<file path="src/rtl/dgm_pkg.sv">
// Shared types, constants and helper functions of the delay and gain mixer.
// Used by the channel interfaces, the lanes, the merge stage and the top level.
// No dependencies.
package dgm_pkg;

  // Field widths fixed by the frame format.
  localparam int SAMPLE_W     = 24;
  localparam int DELAY_W      = 10;
  localparam int GAIN_W       = 16;
  localparam int PROD_W       = SAMPLE_W + GAIN_W;
  localparam int ACC_W        = PROD_W + 2;
  localparam int FRAC_W       = 15;
  localparam int RES_W        = ACC_W - FRAC_W;
  localparam int INPUT_COUNT  = 4;
  localparam int OUTPUT_COUNT = 2;
  localparam int CFG_IDX_W    = 4;

  // Default history length in frames.
  localparam int HISTORY_DEPTH_DEF = 1024;

  // Rounding bias for the Q1.15 to integer conversion (one half).
  localparam int ROUND_BIAS = 1 << (FRAC_W - 1);

  // Saturation limits of a 24-bit sample.
  localparam int SAT_MAX = (1 << (SAMPLE_W - 1)) - 1;
  localparam int SAT_MIN = -(1 << (SAMPLE_W - 1));

  typedef logic signed [SAMPLE_W-1:0] sample_t;
  typedef logic        [DELAY_W-1:0]  delay_t;
  typedef logic        [GAIN_W-1:0]   gain_t;
  typedef logic signed [PROD_W-1:0]   prod_t;
  typedef logic signed [ACC_W-1:0]    acc_t;

  // Configuration register map.
  typedef enum logic [CFG_IDX_W-1:0] {
    REG_DELAY_LEFT_IN0  = 4'd0,
    REG_DELAY_LEFT_IN1  = 4'd1,
    REG_DELAY_LEFT_IN2  = 4'd2,
    REG_DELAY_LEFT_IN3  = 4'd3,
    REG_DELAY_RIGHT_IN0 = 4'd4,
    REG_DELAY_RIGHT_IN1 = 4'd5,
    REG_DELAY_RIGHT_IN2 = 4'd6,
    REG_DELAY_RIGHT_IN3 = 4'd7
  } dgm_reg_e;

  localparam int REG_COUNT = OUTPUT_COUNT * INPUT_COUNT;

  // Reset values of the delay registers, in register map order.
  localparam delay_t DELAY_RESET [REG_COUNT] = '{
    10'd0, 10'd0, 10'd96, 10'd240, 10'd240, 10'd96, 10'd0, 10'd0
  };

  // Fixed Q1.15 gains: first index is the output side, second the input.
  localparam gain_t GAIN_Q15 [OUTPUT_COUNT][INPUT_COUNT] = '{
    '{16'd32768, 16'd29491, 16'd26214, 16'd22938},
    '{16'd22938, 16'd26214, 16'd29491, 16'd32768}
  };

  // Pipeline advance and write strobes shared by the lanes and the merge stage.
  typedef struct packed {
    logic wr_en;
    logic en1;
    logic en2;
    logic en3;
    logic en_out;
  } dgm_ctl_t;

  // Reduces a delay modulo the history depth by restoring subtraction.
  // The depth is at least 16, so six steps cover any 10-bit delay.
  function automatic delay_t delay_mod(input delay_t d, input int unsigned depth);
    delay_t v;
    v = d;
    for (int k = 5; k >= 0; k--) begin
      if (32'(v) >= (depth << k)) begin
        v = v - DELAY_W'(depth << k);
      end
    end
    return v;
  endfunction

endpackage

</file>
<file path="src/rtl/dgm_merge.sv">
// Merge stage: sums the lane products per output side, then rounds the
// Q1.15 sum to an integer and saturates it into the output register.
// Depends on dgm_pkg.
module dgm_merge (
  input  logic              clk,
  input  dgm_pkg::dgm_ctl_t ctl,
  input  dgm_pkg::prod_t    prod_left  [dgm_pkg::INPUT_COUNT],
  input  dgm_pkg::prod_t    prod_right [dgm_pkg::INPUT_COUNT],
  output dgm_pkg::sample_t  sample_left,
  output dgm_pkg::sample_t  sample_right
);
  import dgm_pkg::*;

  acc_t    sum_left;
  acc_t    sum_right;
  acc_t    acc_left_r;
  acc_t    acc_right_r;
  sample_t sat_left;
  sample_t sat_right;
  sample_t sample_left_r;
  sample_t sample_right_r;

  // Round to nearest, half toward plus infinity, then clamp to 24 bits.
  function automatic sample_t round_sat(input acc_t acc);
    acc_t                    shifted;
    logic signed [RES_W-1:0] r;
    shifted = acc >>> FRAC_W;
    r       = shifted[RES_W-1:0];
    if (r > $signed(RES_W'(SAT_MAX))) begin
      return sample_t'(SAT_MAX);
    end else if (r < $signed(RES_W'(SAT_MIN))) begin
      return sample_t'(SAT_MIN);
    end
    return r[SAMPLE_W-1:0];
  endfunction

  // Sum of the four lanes plus the rounding bias.
  always_comb begin
    sum_left  = acc_t'(ROUND_BIAS);
    sum_right = acc_t'(ROUND_BIAS);
    for (int i = 0; i < INPUT_COUNT; i++) begin
      sum_left  = sum_left + ACC_W'(prod_left[i]);
      sum_right = sum_right + ACC_W'(prod_right[i]);
    end
  end

  always_ff @(posedge clk) begin
    if (ctl.en3) begin
      acc_left_r  <= sum_left;
      acc_right_r <= sum_right;
    end
  end

  // Output register.
  always_comb begin
    sat_left  = round_sat(acc_left_r);
    sat_right = round_sat(acc_right_r);
  end

  always_ff @(posedge clk) begin
    if (ctl.en_out) begin
      sample_left_r  <= sat_left;
      sample_right_r <= sat_right;
    end
  end

  assign sample_left  = sample_left_r;
  assign sample_right = sample_right_r;

endmodule

</file>
<file path="config.mk">
export PLATFORM = sky130hd
export DESIGN_NAME = dgm_merge
export DESIGN_NICKNAME = d
export VERILOG_FILES = /design/src/rtl/dgm_pkg.sv /design/src/rtl/dgm_merge.sv
export SDC_FILE = /design/constraint.sdc
export NUM_CORES = 1
export LEC_CHECK = 0
export CORE_MARGIN = 3
export CORE_UTILIZATION = 60
export DETAILED_ROUTE_END_ITERATION = 8
export DONT_BUFFER_PORTS = 1
export PLACE_DENSITY = 0.76
export SLEW_MARGIN = 20
export SYNTH_ARGS = -nofsm -noshare
export SYNTH_HDL_FRONTEND = slang
export SYNTH_SLANG_ARGS = --single-unit
</file>
<file path="constraint.sdc">
create_clock -name clk -period 6.35 [get_ports clk]
set_clock_uncertainty 0.1 [all_clocks]
set_input_delay 0.9525 -clock clk [delete_from_list [all_inputs] [get_ports clk]]
set_output_delay 0.9525 -clock clk [all_outputs]
set_load 0.02 [all_outputs]
</file>
# Word level (Yosys, flattened, before mapping)
# Cells that the tools add are included.
[classes]
n_addsub = 8
n_lt_le_gt_ge = 4
muxes = 10
[ops]
columns = ["operator", "count"]
rows = [
  ["42-bit by 40-bit adder with 42-bit output", 4],
  ["24-bit 2-to-1 mux", 6],
  ["41-bit by 40-bit adder with 42-bit output", 2],
  ["16-bit by 40-bit adder with 41-bit output (first input constant)", 2],
  ["27-bit by 24-bit > comparator with 1-bit output (second input constant)", 2],
  ["27-bit by 24-bit less-than comparator with 1-bit output (second input constant)", 2],
  ["1-bit 2-to-1 mux", 4],
]
[totals]
regBits = 132
input_bits = 326
wordCells = 26

# Longest topological paths before layout
# Gate-level depths: netlist (run 1).
[depth]
depth_word = 4
mapped_depth = 17
depth_no_buf = 15

# Worst setup path after synthesis (run 1)
# OpenSTA, ideal clock, no wires.
[synth_timing]
path_type = "input to register"
start = "in prod_left[13] (netlist bit)"
end = "reg acc_left_r[30], data pin"
setup_time_ps = 258
arrival_time_ps = 4334
required_ps = 5992
slack_ps = 1658
path_stages = 15
n_path_buf = 0
cell_sequence = "inv_1 > fa_1 > inv_1 > fa_1 > fa_1 > ha_1 > a21oi_1 > nand2_1 > a211oi_2 > a211oi_1 > a2111oi_2 > o31a_1 > o21bai_2 > a21oi_1 > xnor2_1"
[synth_between]
elab_chain_cells = 1
[synth_lines]
columns = ["element", "line_no", "text"]
rows = [
  ["from (decl)", "dgm_merge.sv:7", "input dgm_pkg::prod_t prod_left [dgm_pkg::INPUT_COUNT],"],
  ["42-bit by 40-bit adder with 42-bit output", "dgm_merge.sv:42", "sum_left = sum_left + ACC_W'(prod_left[i]);"],
  ["named net sum_left[30]", "dgm_merge.sv:14", "acc_t sum_left;"],
  ["to (signal assigned)", "dgm_merge.sv:49", "acc_left_r <= sum_left;"],
  ["to (decl)", "dgm_merge.sv:16", "acc_t acc_left_r;"],
]
# The timed path passes the listed nets, and every way through them passes these cells.
# A chain may end at the register's enable or synchronous reset.

# Worst setup path after layout (run 1)
[layout_timing]
start = "in prod_right[24] (netlist bit)"
end = "reg acc_right_r[37], data pin"
[layout_between]
elab_chain_cells = 1
[layout_lines]
columns = ["element", "line_no", "text"]
rows = [
  ["from (decl)", "dgm_merge.sv:8", "input dgm_pkg::prod_t prod_right [dgm_pkg::INPUT_COUNT],"],
  ["42-bit by 40-bit adder with 42-bit output", "dgm_merge.sv:43", "sum_right = sum_right + ACC_W'(prod_right[i]);"],
  ["named net sum_right[37]", "dgm_merge.sv:15", "acc_t sum_right;"],
  ["to (signal assigned)", "dgm_merge.sv:50", "acc_right_r <= sum_right;"],
  ["to (decl)", "dgm_merge.sv:17", "acc_t acc_right_r;"],
]
# The timed path passes the listed nets, and every way through them passes these cells.

==> impl_metrics.sql, run 1 <==
INSERT INTO impl_metrics (metric_group, metric, value, unit) VALUES
('cts', 'post_cts_hold_buffer_count', '0', ''),
('global_routing', 'grt_first_pass_wirelength', '38700', 'um'),
('layout', 'area.growth.synth_to_final', '4.58', '%'),
('synth', 'synth.top_cell.area_share', '0.262', ''),
('floorplanning', 'start_util', '0.619', ''),
('setup_path', 'rr_startpoint', 'acc_left_r[38]', ''),
('synth', 'synthesis.instances', '1170', ''),
('timing', 'max_freq', '0.208', 'GHz'),
('floorplanning', 'chipHeight', '149', 'um'),
('flow_run', 'drv.max_cap_violation_count', '0', ''),
('cts', 'cts_buffers', '9', ''),
('synth', 'synth_area_per_cell', '10.4', 'sq um'),
('synth', 'synth-edff-count', '102', ''),
('layout', 'fillers', '1551', ''),
('setup_path', 'slowest_delay', '0.55', 'ns'),
('synth', 'synth_sequential_area_ratio', '0.251', ''),
('detailed_routing', 'via_per_inst', '5.49', ''),
('placed_design', 'dp.cells', '1420', ''),
('worst_hold_path', 'min_path_cells', '0', ''),
('worst_hold_path', 'capture_endpoint_of_the_worst_hold_path', 'sample_right[23]', ''),
('global_routing', 'initial_antenna_violation_count', '0', ''),
('layout', 'antenna-diode-count', '0', ''),
('cts', 'maximum_level_of_the_cts_h_tree', '3', ''),
('synth', 'synthDominantAreaCellType', 'fa_1', ''),
('layout', 'finish.net_count', '1806', ''),
('placed_design', 'dp_hpwl', '20400', 'um'),
('global_routing', 'largest_net_degree_at_the_start_of_global_routing', '55', ''),
('synth', 'async_flop_share', '0', ''),
('global_routing', 'grt_pass1_vias', '8335', ''),
('timing', 'slew-limit-headroom', '0.410', ''),
('placed_design', 'place_congestion', '0.874', ''),
('floorplanning', 'floorplan.core_area', '0.0197', 'sq mm'),
('timing', 'setup_viol', '0', ''),
('layout', 'most_common_cell_after_layout_fill_and_taps_aside', 'inv_1', ''),
('synth', 'postSynth.topFlopCell', 'edfxtp_1', ''),
('pwr', 'power-per-cell-area', '379', 'mW/mm^2'),
('cts', 'cts-resized-gates', '0', ''),
('floorplanning', 'placement_rows', '51', ''),
('setup_path', 'critPathSlowestCell', 'nor4_1', ''),
('detailed_routing', 'drt_iter0_drcs', '212', ''),
('detailed_routing', 'ant_nets', '0', ''),
('detailed_routing', 'post-route-drc-count', '0', ''),
('timing', 'post-route-min-period', '4.80', 'ns'),
('setup_path', 'setup.worst_path.class', 'input pin to register', ''),
('global_routing', 'grt_use_total', '0.218', ''),
('synth', 'synth_area_leaders', 'fa_1 26%, edfxtp_1 25%, ha_1 16%, inv_1 11%, a21o_1 4.6%', ''),
('placed_design', 'io_buffers', '0', ''),
('timing', 'finalMaxSlewViolations', '0', ''),
('pwr', 'max-vdd-ir-drop', '168', 'uV'),
('cts', 'clk_pin_slew_worst_paths', '0.07', 'ns'),
('cts', 'clock_tree.root_cell', 'clkbuf_16', ''),
('synth', 'flop_and_latch_count_out_of_synthesis', '102', ''),
('timing', 'rsz_0062_raised_after_global_routing', 'no', ''),
('floorplanning', 'number_of_top_level_design_ports', '374', ''),
('timing', 'tightest_slew', '0.882', 'ns'),
('setup_path', 'path_max_fanout', '9', ''),
('detailed_routing', 'routed-via-count', '7890', ''),
('detailed_routing', 'dr.pass1.iters', '5', ''),
('run_status', 'status', 'finished, final reports clean', ''),
('cts', 'postCtsSetupRepairBufs', '0', ''),
('worst_hold_path', 'min-delay-path-class', 'register to register', ''),
('global_routing', 'gr-total-overflow', '0', ''),
('timing', 'min_period_over_period', '0.756', ''),
('cts', 'tritoncts_num_sinks', '102', ''),
('floorplanning', 'die_w', '149', 'um'),
('detailed_routing', 'postRouteWirelength', '24100', 'um'),
('detailed_routing', 'wire_per_inst', '16.8', 'um'),
('worst_hold_path', 'hold_start', 'acc_right_r[41]', ''),
('timing', 'finalHoldViolations', '0', ''),
('pwr', 'power_leakage', '6.61', 'nW'),
('setup_path', 'cp_data_arrival_time', '4.79', 'ns');
[area by class of cell]
type,count,area (sq um),share of cell area
Sequential cell,102,3060,0.240
Multi-Input combinational cell,702,7740,0.606
Clock buffer,9,225,0.0176
Inverter,349,1310,0.103
Tap cell,265,332,0.0260
Timing Repair Buffer,2,15.0,0.00118
Clock inverter,7,81.3,0.00637
[per-stage QoR]
step	setup slack (ns)	instance area [sq um]	power (mW)	hold slack [ns]	utilization
3_3_place_gp	1.31	12500	4.18	0.372	0.632
6_report	1.55	12800	4.84	0.397	0.647
3_5_place_dp	1.26	12500	4.28	0.394	0.632
5_1_grt	1.38	12800	5.27	0.422	0.647
2_1_floorplan	1.66	12200	3.70	0.395	-
4_1_cts	1.59	12800	4.88	0.404	0.647
[registers in the layout, indices dropped and copies added (netlist names)]
signal	count
sample_left	24
acc_right_r	27
sample_right	24
acc_left_r	27
[synth_stat cells (2+ instances only)]
| library cell | count |
|---|---|
| nand2b_1 | 3 |
| a21o_2 | 2 |
| buf_1 | 4 |
| o21ba_2 | 2 |
| clkbuf_1 | 8 |
| o211ai_1 | 5 |
| buf_6 | 3 |
| a31oi_1 | 4 |
| and3_1 | 4 |
| or2_1 | 2 |
| a211oi_2 | 5 |
| o21ai_1 | 4 |
| nor3_1 | 10 |
| and4_1 | 2 |
| buf_4 | 2 |
| o22ai_1 | 3 |
| o21bai_1 | 8 |
| a311oi_1 | 2 |
| nor2_1 | 25 |
| edfxtp_1 | 102 |
| ha_1 | 154 |
| a211oi_1 | 5 |
| a211o_1 | 5 |
| a21o_1 | 74 |
| a21oi_1 | 59 |
| xnor2_1 | 35 |
| a21oi_2 | 4 |
| o21a_1 | 10 |
| fa_1 | 160 |
| nand3b_1 | 2 |
| nand3_1 | 8 |
| inv_1 | 349 |
| xor2_1 | 17 |
| nand2_1 | 25 |
| nor2b_1 | 8 |
| and2_1 | 2 |
| a221o_1 | 2 |
| nand4_1 | 13 |
| o21ai_0 | 15 |
[power by group]
group	total, mW	switching, mW	internal (mW)
Combinational	2.66	1.47	1.19
Sequential	1.61	0.326	1.28
Clock	0.570	0.259	0.311
[worst max-delay path by stage]
stage | endpoint | slack (ns) | start | cells after the start
after floorplan | acc_left_r[30] | 1.66 | prod_left[13] | 15
after global placement | acc_left_r[39] | 1.31 | prod_left[13] | 15
after detailed placement | acc_right_r[41] | 1.26 | prod_right[12] | 15
after CTS | acc_right_r[41] | 1.59 | prod_right[12] | 15
after global routing | acc_left_r[39] | 1.38 | prod_left[13] | 15
final | acc_right_r[37] | 1.55 | prod_right[24] | 14
[cells by family after synthesis]
| family | synth area share |
|---|---|
| flops | 0.251 |
| simple gates | 0.0490 |
| xor+xnor | 0.0373 |
| compound gates | 0.127 |
| buf+inv | 0.115 |
| fa+ha+maj | 0.420 |
[critical path: cells and delay by family]
family / cells / cell delay (ns)
compound gates: 2 / 0.48
buf+inv: 2 / 0.09
xor+xnor: 1 / 0.09
fa+ha+maj: 4 / 1.77
simple gates: 5 / 1.40
[per-layer routing]
layer  vias to the layer above  global-route usage  part of all wire
met5                         -                   0                 0
met4                         0              0.0568             0.018
met3                        22              0.0457             0.063
met2                       261               0.406              0.54
met1                      3845               0.254              0.38
li1                       3762                   -                 -
Power figures use the tool's default switching activity.
==> run 2: changes to the inputs <==
--- a/config.mk
+++ b/config.mk
@@ -9,7 +9,7 @@
 export CORE_UTILIZATION = 60
 export DETAILED_ROUTE_END_ITERATION = 8
 export DONT_BUFFER_PORTS = 1
-export PLACE_DENSITY = 0.76
+export PLACE_DENSITY = 0.79
 export SLEW_MARGIN = 20
 export SYNTH_ARGS = -nofsm -noshare
 export SYNTH_HDL_FRONTEND = slang
==> constraint.sdc (replaced) <==
create_clock -name clk -period 4.4 [get_ports clk]
set_clock_uncertainty 0.1 [all_clocks]
set_input_delay 0.66 -clock clk [delete_from_list [all_inputs] [get_ports clk]]
set_output_delay 0.66 -clock clk [all_outputs]
set_load 0.02 [all_outputs]
==> impl_metrics.sql, run 2 (synthesis gave the netlist of run 1 again) <==
INSERT INTO impl_metrics (metric_group, metric, value, unit) VALUES
('global_routing', 'largest_net_degree_at_the_start_of_global_routing', '55', ''),
('cts', 'clock_tree.root_cell', 'clkbuf_16', ''),
('timing', 'slew-limit-headroom', '0.389', ''),
('setup_path', 'slowest_delay', '0.58', 'ns'),
('layout', 'final_cells', '1506', ''),
('detailed_routing', 'via_per_inst', '5.52', ''),
('setup_path', 'instance_count_on_the_critical_path', '15', ''),
('cts', 'cts_buffers', '9', ''),
('setup_path', 'worstRegToRegCells', '3', ''),
('timing', 'tightest_slew', '0.914', 'ns'),
('setup_path', 'setup.worst_path.class', 'input pin to register', ''),
('timing', 'setup_viol', '0', ''),
('timing', 'min_period_over_period', '0.981', ''),
('pwr', 'max-vdd-ir-drop', '262', 'uV'),
('pwr', 'power-per-cell-area', '569', 'mW/mm^2'),
('floorplanning', 'die-area', '0.0221', 'sq mm'),
('detailed_routing', 'postRouteWirelength', '25500', 'um'),
('layout', 'fillers', '1464', ''),
('floorplanning', 'start_util', '0.619', ''),
('layout', 'area.growth.synth_to_final', '9.91', '%'),
('placed_design', 'detailedPlace.worstSlack', '-0.338', 'ns'),
('worst_hold_path', 'min-delay-path-class', 'input pin to register', ''),
('cts', 'tritoncts_num_sinks', '102', ''),
('cts', 'ctsLongestPathBuffers', '2', ''),
('detailed_routing', 'dr.pass1.iters', '4', ''),
('timing', 'setup_ws', '0.0819', 'ns'),
('setup_path', 'regToRegSetupSlack', '2.63', 'ns'),
('global_routing', 'grt_use_total', '0.232', ''),
('global_routing', 'gr-total-overflow', '0', ''),
('setup_path', 'critPathSlowestCell', 'fa_1', ''),
('cts', 'postCtsSetupRepairBufs', '0', ''),
('layout', 'most-common-layout-cells', '346 x inv_1, 160 x fa_1, 152 x ha_1', ''),
('timing', 'max_freq', '0.232', 'GHz'),
('timing', 'finalHoldViolations', '0', ''),
('floorplanning', 'number_of_top_level_design_ports', '374', ''),
('detailed_routing', 'routed-via-count', '8308', ''),
('floorplanning', 'die_w', '149', 'um'),
('global_routing', 'grt_pass1_vias', '8817', ''),
('pwr', 'switchingPower', '3.11', 'mW'),
('setup_path', 'critPathRequiredTime', '4.39', 'ns'),
('setup_path', 'critical_path.startpoint_type', 'input pin', ''),
('setup_path', 'path_max_fanout', '3', ''),
('timing', 'finalMaxSlewViolations', '0', ''),
('placed_design', 'detailed_place.area', '0.0130', 'sq mm'),
('detailed_routing', 'post-route-drc-count', '0', ''),
('setup_path', 'critical_path.endpoint_type', 'register', ''),
('run_status', 'status', 'finished, final reports clean', ''),
('setup_path', 'startpoint', 'prod_left[83]', ''),
('layout', 'fin_area', '0.0134', 'sq mm'),
('flow_run', 'drv.max_cap_violation_count', '0', ''),
('global_routing', 'initial_antenna_violation_count', '0', ''),
('cts', 'tritoncts', 'built', ''),
('floorplanning', 'chipHeight', '149', 'um'),
('setup_path', 'timing.critical_path.to', 'acc_left_r[40]', ''),
('layout', 'antenna-diode-count', '0', ''),
('pwr', 'power.share.switching', '0.407', ''),
('setup_path', 'path_cells', 'inv_8 -> fa_1 -> inv_2 -> fa_1 -> ha_4 -> ha_4 -> and4bb_1 -> nand3_2 -> a211o_1 -> a211oi_2 -> o21ai_2 -> a211o_1 -> a211oi_2 -> o22ai_1 -> xnor2_1', ''),
('pwr', 'pwr-share-seq', '0.303', ''),
('setup_path', 'worstReg2RegEnd', 'sample_right[6]', ''),
('global_routing', 'grt_first_pass_wirelength', '40900', 'um'),
('placed_design', 'dp_hpwl', '21700', 'um'),
('pwr', 'combPwrFrac', '0.579', ''),
('detailed_routing', 'ant_nets', '0', ''),
('setup_path', 'cp_num_buf_inv', '2', ''),
('cts', 'clk_pin_slew_worst_paths', '0.07', 'ns'),
('setup_path', 'cp_data_arrival_time', '4.31', 'ns'),
('cts', 'clock_latency', '0.33', 'ns'),
('cts', 'maximum_level_of_the_cts_h_tree', '3', ''),
('layout', 'finish.net_count', '1877', ''),
('detailed_routing', 'drt_iter0_drcs', '293', ''),
('cts', 'post_cts_hold_buffer_count', '0', ''),
('placed_design', 'dp.cells', '1491', ''),
('layout', 'most_common_cell_after_layout_fill_and_taps_aside', 'inv_1', ''),
('layout', 'drive_above_1_share', '0.0999', ''),
('placed_design', 'place_congestion', '0.854', ''),
('pwr', 'pwr-share-clk', '0.117', ''),
('pwr', 'power_leakage', '6.97', 'nW'),
('floorplanning', 'floorplan.core_area', '0.0197', 'sq mm'),
('timing', 'rsz_0062_raised_after_global_routing', 'yes', ''),
('setup_path', 'rr_startpoint', 'acc_right_r[39]', ''),
('detailed_routing', 'wire_per_inst', '16.9', 'um'),
('setup_path', 'cp_top_family', 'adder cells', ''),
('timing', 'post-route-min-period', '4.32', 'ns'),
('pwr', 'cellInternalPower', '4.53', 'mW'),
('floorplanning', 'placement_rows', '51', ''),
('layout', 'largest_registers', 'acc_left_r (27), acc_right_r (27)', ''),
('placed_design', 'io_buffers', '0', '');
[run 2: changes by cell type in the layout (fill, tap and decap cells not counted), sizes merged]
cell and change:
buf +71, bufinv +2, clkinv -2, inv -1
[run 2: worst min path at each step]
stage	depth (start not counted)	end	slack (ns)	start
2_1_floorplan	1	sample_left[0]	0.40	acc_left_r[15]
3_3_place_gp	0	sample_right[23]	0.37	acc_right_r[41]
3_5_place_dp	0	sample_left[23]	0.39	acc_left_r[41]
4_1_cts	0	sample_left[19]	0.32	ctl[0]
5_1_grt	0	sample_left[15]	0.31	ctl[0]
6_report	0	acc_left_r[33]	0.33	ctl[1]
[run 2: power groups by stage]
| stage | clock network, mW | registers, mW | logic [mW] |
|---|---|---|---|
| floorplan | 0 | 2.22 | 3.12 |
| global placement | 0 | 2.33 | 4.16 |
| detailed placement | 0 | 2.35 | 4.31 |
| CTS | 0.914 | 2.33 | 4.37 |
| global route | 0.951 | 2.36 | 4.98 |
| finish | 0.897 | 2.32 | 4.42 |
[run 2: repair_timing]
item,4_1_cts,5_1_grt
gates resized for setup,0,21
setup endpoints to repair,0,19
endpoints found under the hold margin,0,0
[run 2: layout make-up]
type	instances	area [sq um]	area share
Inverter	349	1320	0.0982
Multi-Input combinational cell	702	7820	0.583
Timing Repair Buffer	73	548	0.0409
Tap cell	265	332	0.0247
Sequential cell	102	3060	0.228
Clock inverter	6	110	0.00821
Clock buffer	9	225	0.0168
[run 2: metal layers]
layer	GRT usage	up-vias	wire length [um]
li1	-	3897	-
met1	0.251	4067	9110
met2	0.446	289	14000
met3	0.0439	55	1590
met4	0.0836	0	745
met5	0	-	0
[run 2: metrics by stage]
stage                     hold WS, ns   util  setup TNS, ns  power (mW)
final                           0.329  0.680              0        7.64
after CTS                       0.316  0.676              0        7.61
after global placement          0.374  0.659          -3.08        6.49
after detailed placement        0.395  0.659          -5.40        6.66
after global routing            0.312  0.680         -0.230        8.29
after floorplan                 0.395      -              0        5.33
